## config.mk

```make
export PLATFORM = sky130hd
export DESIGN_NAME = eaiir_sermul
export DESIGN_NICKNAME = d
export VERILOG_FILES = /design/src/rtl/eaiir_pkg.sv /design/src/rtl/eaiir_sermul.sv
export SDC_FILE = /design/constraint.sdc
export NUM_CORES = 1
export LEC_CHECK = 0
export BUFFER_PORTS_ARGS = -buffer_cell sky130_fd_sc_hd__buf_2
export CAP_MARGIN = 20
export CORE_MARGIN = 3
export CORE_UTILIZATION = 41
export CTS_CLUSTER_DIAMETER = 100
export DETAILED_ROUTE_END_ITERATION = 8
export PLACE_DENSITY = 0.69
export SETUP_SLACK_MARGIN = 0.15
export SKIP_CTS_REPAIR_TIMING = 1
export SLEW_MARGIN = 5
export SYNTH_ARGS = -nofsm -noshare
export SYNTH_HDL_FRONTEND = slang
export SYNTH_SLANG_ARGS = --single-unit
```

## constraint.sdc

```tcl
create_clock -name clk -period 19.1 [get_ports clk]
set_input_delay 0.955 -clock clk [delete_from_list [all_inputs] [get_ports clk]]
set_output_delay 0.955 -clock clk [all_outputs]
set_load 0.01 [all_outputs]
```

## src/rtl/eaiir_pkg.sv

```systemverilog
package eaiir_pkg;

	localparam int FieldWidth = 48;
	localparam int CoefWidth  = 24;
	localparam int CfgWidth   = 32;
	localparam int CfgIdxW    = 3;
	localparam int JointW     = 4;

	typedef enum logic [CfgIdxW-1:0] {
		REG_INVERT_MASK = 3'd0,
		REG_ANGLE_SCALE = 3'd1,
		REG_B_OUTER     = 3'd2,
		REG_B_INNER     = 3'd3,
		REG_A_FIRST     = 3'd4,
		REG_A_SECOND    = 3'd5,
		REG_A_THIRD     = 3'd6,
		REG_STEP_RATE   = 3'd7
	} cfg_reg_t;

	typedef enum logic [2:0] {
		ST_IDLE,
		ST_ANGLE,
		ST_READ,
		ST_MAC,
		ST_VEL,
		ST_OUT
	} state_t;

	typedef struct packed {
		logic                     mode;
		logic [JointW-1:0]        joint_index;
		logic signed [31:0]       enc_count;
		logic signed [31:0]       zero_count;
		logic signed [FieldWidth-1:0] preset_angle;
	} in_beat_t;

	typedef struct packed {
		logic [JointW-1:0]            joint_out;
		logic signed [FieldWidth-1:0] position;
		logic signed [FieldWidth-1:0] velocity;
	} out_beat_t;

	typedef struct packed {
		logic start;
	} mul_ctl_t;

endpackage

```

## src/rtl/eaiir_sermul.sv

```systemverilog
// Digit-serial signed multiplier: 4 bits of the multiplicand per cycle.
module eaiir_sermul #(
	parameter int AW = 66,
	parameter int BW = 34
) (
	input  logic                     clk,
	input  logic                     arst_n,
	input  eaiir_pkg::mul_ctl_t      ctl,
	input  logic signed [AW-1:0]     a,
	input  logic signed [BW-1:0]     b,
	output logic                     done,
	output logic signed [AW+BW-1:0]  p
);
	import eaiir_pkg::*;

	localparam int Digits = (AW + 3) / 4;
	localparam int PadW   = Digits * 4;
	localparam int CntW   = $clog2(Digits + 1);

	logic [PadW-1:0]           a_q;
	logic signed [BW-1:0]      b_q;
	logic signed [AW+BW-1:0]   acc_q;
	logic [CntW-1:0]           cnt_q;
	logic                      run_q;
	logic                      last;
	logic signed [BW+4:0]      part;
	logic signed [4:0]         dig;

	assign last = (cnt_q == CntW'(Digits - 1));
	always_comb begin
		if (last)
			dig = signed'({a_q[3], a_q[3:0]});
		else
			dig = signed'({1'b0, a_q[3:0]});
		part = dig * b_q;
	end

	always_ff @(posedge clk or negedge arst_n) begin
		if (!arst_n) begin
			run_q <= 1'b0;
			cnt_q <= '0;
			done  <= 1'b0;
		end else begin
			done <= !ctl.start && run_q && last;
			if (ctl.start) begin
				run_q <= 1'b1;
				cnt_q <= '0;
			end else if (run_q) begin
				cnt_q <= cnt_q + 1'b1;
				if (last)
					run_q <= 1'b0;
			end
		end
	end

	always_ff @(posedge clk) begin
		if (ctl.start) begin
			a_q   <= PadW'(signed'(a));
			b_q   <= b;
			acc_q <= '0;
		end else if (run_q) begin
			a_q   <= a_q >> 4;
			acc_q <= acc_q + ((AW+BW)'(part) <<< (4 * cnt_q));
		end
	end

	assign p = acc_q;
endmodule

```

# == Word-level counts from Yosys, hierarchy flattened ==
# Index checks and enable logic that the tools add are counted.
# totals
regBits,209
inputBits,103
out_inout_bits,101
elab_cells,23
# op_classes
addsub,2
multipliers,1
n_eq_ne,1
n_shift,1
n_mux,8
n_reduce_logical,4
# op_table
op,count
$mux 68,2
$add 100x100->100,1
$sshl 39x7->100,1
$mul 5x34->39,1
$mux 5,3
$add 5x1->5 const B,1
$eq 5x5->1 const B,1
$mux 1,3
$logic_and 1x1->1,2
$reduce_bool 2->1,1
$logic_not 1->1,1

# == Logic depth before layout (Yosys ltp) ==
# logic_depth
word_depth,5
ltp_mapped,40
depth_no_buf,35

# == Worst setup path after synthesis ==
# No wires, ideal clock.
# synth_timing
path_type,register to register
startpoint,register cnt_q[1]
endpoint,"register acc_q[99], in the netlist p[99]"
setup_ns,0.123
arrival_time_ns,9.465
required_time_ns,18.977
slack_ns,9.512
stages_incl_launch_ff,35
path_buffers,4
synth_period_minus_slack_ns,9.588
cell_sequence,dfrtp_1 > clkbuf_1 > inv_1 > clkbuf_1 > clkbuf_1 > buf_1 > ha_1 > nand3_1 > or2_2 > fa_1 > fa_1 > fa_1 > inv_1 > fa_1 > a21oi_1 > o221ai_2 > a32oi_1 > a211oi_1 > nor2_1 > xnor2_1 > a22o_1 > a2111oi_0 > o31ai_1 > a211oi_1 > o22ai_1 > ha_1 > and2_0 > a221o_1 > a2111oi_0 > nand2_1 > o31ai_2 > o31ai_1 > a221oi_1 > mux2_2 > mux2_1
# synth_via
elab_chain_cells,5
# synth_rtl
element,line_no,source
from (decl),eaiir_sermul.sv:23,logic [CntW-1:0] cnt_q;
from (signal assigned),eaiir_sermul.sv:49,cnt_q <= cnt_q + 1'b1;
$eq 5x5->1,eaiir_sermul.sv:29,assign last = (cnt_q == CntW'(Digits - 1));
$mux 5,eaiir_sermul.sv:31,if (last)
$mul 5x34->39,eaiir_sermul.sv:35,part = dig * b_q;
$sshl 39x7->100 (*),eaiir_sermul.sv:63,acc_q <= acc_q + ((AW+BW)'(part) <<< (4 * cnt_q));
$add 100x100->100 (*),eaiir_sermul.sv:63,
to (signal assigned),eaiir_sermul.sv:63,
to (decl),eaiir_sermul.sv:22,logic signed [AW+BW-1:0] acc_q;
# Mark *: on every way between the ends. The rest lies on a longest branch, timed or not.
# A chain may end at the register's enable or synchronous reset.

# == Worst setup path in the final report ==
# layout_timing
startpoint,register cnt_q[0]
endpoint,"register acc_q[99], in the netlist p[99]"
# Same word-level chain as after synthesis.

==> summary.md <==
| Metric | Value |
|---|---|
| TritonCTS clock tree | `yes` |
| Placed inst area | `24,600 µm²` |
| First-pass DRT Iterations | `6` |
| WL met3 | `5820 µm` |
| TritonCTS buffer count | `27` |
| Setup_tns | `0 ns` |
| # rows | `86` |
| CP Max Fanout | `61` |
| First-pass GRT wire length | `116,000 µm` |
| Die H | `243 µm` |
| Die W | `243 µm` |
| Final ANT Viol Nets | `0` |
| Vias in the first global route | `20.5k` |
| Top sig layer | `met4` |
| Final instance area | `25,600 µm²` |
| Unrepaired setup endpoints after global routing | `no` |
| DR iter-0 viols | `2,010` |
| Post-synth EDFFs | `100` |
| Post-synthesis async set-or-reset flop share | `0.0338` |
| CORE AREA | `55,300 µm²` |
| Seq cells post-synth | `207` |
| Layout cells sized above 1 | `0.134` |
| Setup Skew | `0.0224 ns` |
| Gr usage total | `0.245` |
| Max-cap violation count | `0` |
| Launch point of the worst path | `cnt_q[0]` |
| Met2 routed WL | `33,400 µm` |
| Worst setup path endpoint | `p[99]` |
| Synth Warn # | `0` |
| Finished Layout Cells | `3,715` |
| Clk Latency, worst-skew pair | `0.60 ns` |
| Worst Max-Slew Pin Slew | `1.09 ns` |
| Syn Nets | `3,225` |
| Total die area | `59,100 µm²` |
| Commonest non-fill, non-tap cell in the layout | `nor2_1` |
| Fin Hold WS | `0.202 ns` |
| Routed WL per cell | `20.0 µm` |
| Hold Violations, Final | `0` |
| PortBufs | `203` |
| CP max stage cell | `a2111oi_0` |
| Post-synthesis average cell area | `8.10 µm²` |
| DRT met1 WL | `31,900 µm` |
| Primary FF master, synth | `edfxtp_1` |
| Seq/Total Area, Yosys | `0.225` |
| Most frequent cells in the layout | `nor2_1 (273), nand2_1 (254), inv_1 (243)` |
| Synth top area share | `0.130` |
| Dominant cells by area after synthesis | `edfxtp_1 (13%), ha_1 (9.4%), fa_1 (9.1%)` |
| Vias/cell | `5.74` |
| Reg2reg path depth | `33` |
| Total gr overflow | `0` |
| Filler cell count | `5,558` |
| Area Overhead vs Synth | `11.1%` |
| Cell area after synthesis | `23,000 µm²` |
| Flop-to-flop setup slack | `7.65 ns` |
| I/O pins | `204` |
| Residual DRC | `0` |
| Sink Count | `207` |
| Nets | `3,327` |
| Post-Route WL | `74,300 µm` |
| CP Capture Type | `flop` |
| Worst EP required | `19.59 ns` |
| Routed via count | `21.3k` |
| Post-route clock period utilization | `0.600` |
| Slew Limit Fails | `0` |
| H-tree levels | `1` |
| Largest net degree at the start of global routing | `77` |
| Root Buffer | `clkbuf_16` |
| Starting density of the core | `0.417` |
| CP Class | `flop to flop` |
| Post-route minimum period | `11.45 ns` |
| Bufs on Longest Clock Path | `3` |
| Area leader, netlist | `edfxtp_1` |
| Syn Inst Count | `2,843` |
| Slowest cell delay on critical path | `0.94 ns` |
| Post-synthesis cell type count | `86` |
| Cells after DPL | `3,663` |
| Initial antenna violation count | `0` |
| Fmax | `0.0873 GHz` |
| Relative slew slack | `0.255` |
| Worst Hold Class | `primary input to async pin` |
| Arrival @ worst endpoint | `11.94 ns` |
| Dpl hpwl | `57,600 µm` |
| Type of origin of the critical path | `flop` |
| R2r endpoint | `p[99]` |
| GPL Wtd Cong | `1.02` |
| Worst r2r src | `cnt_q[0]` |
| Status | `complete, no violations` |
| Clock Pin Slew Worst Setup and Hold Paths | `0.07 ns` |
| Final Setup Violations | `0` |
-- metrics by stage --
stage           util  setup WS (ns)
2_1_floorplan      -           9.51
3_3_place_gp   0.445           7.90
3_5_place_dp   0.445           7.96
4_1_cts        0.462           7.93
5_1_grt        0.463           7.07
6_report       0.463           7.65
-- worst max-delay path: cells and delay by family (launching register included) --
| kind | cells | cell delay (ns) |
|---|---|---|
| AOI/OAI and AO/OA | 14 | 5.19 |
| adders and majority gates | 6 | 2.74 |
| DFF | 1 | 0.34 |
| muxes | 2 | 0.67 |
| and+or+nand+nor | 6 | 0.91 |
| buffers and inverters | 5 | 1.43 |
-- registers in the layout (all words and copies together), names as in the netlist --
register  cells
b_q          34
p           100
cnt_q         5
a_q          66
done          1
run_q         1
-- cell type report --
type                       instances  area [µm²]  share of cell area
tap                              748         936              0.0366
sequential                       207        5180               0.203
clock buffer                      32         747              0.0292
timing repair buffer             229        1210              0.0475
clock inverter                    18         225             0.00880
antenna                            1        2.50           0.0000978
multi-input combinational       2234       16400               0.639
inverter                         246         923              0.0361
-- synth_stat cells (all sizes together), types with 15 or more instances --
cell    count
a211oi     35
a21o       87
a21oi     203
a221oi     16
a31oi      17
and2      144
and3       19
buf        15
clkbuf    141
dfxtp     100
edfxtp    100
fa        105
ha        174
inv       245
mux2       75
mux2i      65
nand2     254
nand2b     23
nand3      51
nand4      50
nor2      275
nor2b      17
nor3       40
o211ai     20
o21a       26
o21ai     193
o21bai     23
o31ai      15
xnor2      81
xor2       48
-- worst min-delay path by stage --
stage           start    end
2_1_floorplan   p[34]  p[34]
3_3_place_gp     p[7]   p[7]
3_5_place_dp    p[15]  p[15]
4_1_cts        arst_n   done
5_1_grt        arst_n   done
6_report       arst_n   done
-- layer usage --
layer	GRT usage	vias up
li1	-	10300
met1	0.326	10100
met4	0.0916	0
met2	0.400	845
met3	0.0432	149
met5	0	-
-- cells by family after synthesis --
logic type      count (synthesis)  synth area share
compound gates                764             0.215
xor+xnor                      129            0.0490
fa+ha+maj                     279             0.186
buf+inv                       402            0.0658
flops                         207             0.225
mux                           147            0.0719
simple gates                  915             0.188
Power is not shown: default switching activity piles up to over one toggle a cycle in this logic, so the estimate is an artifact.
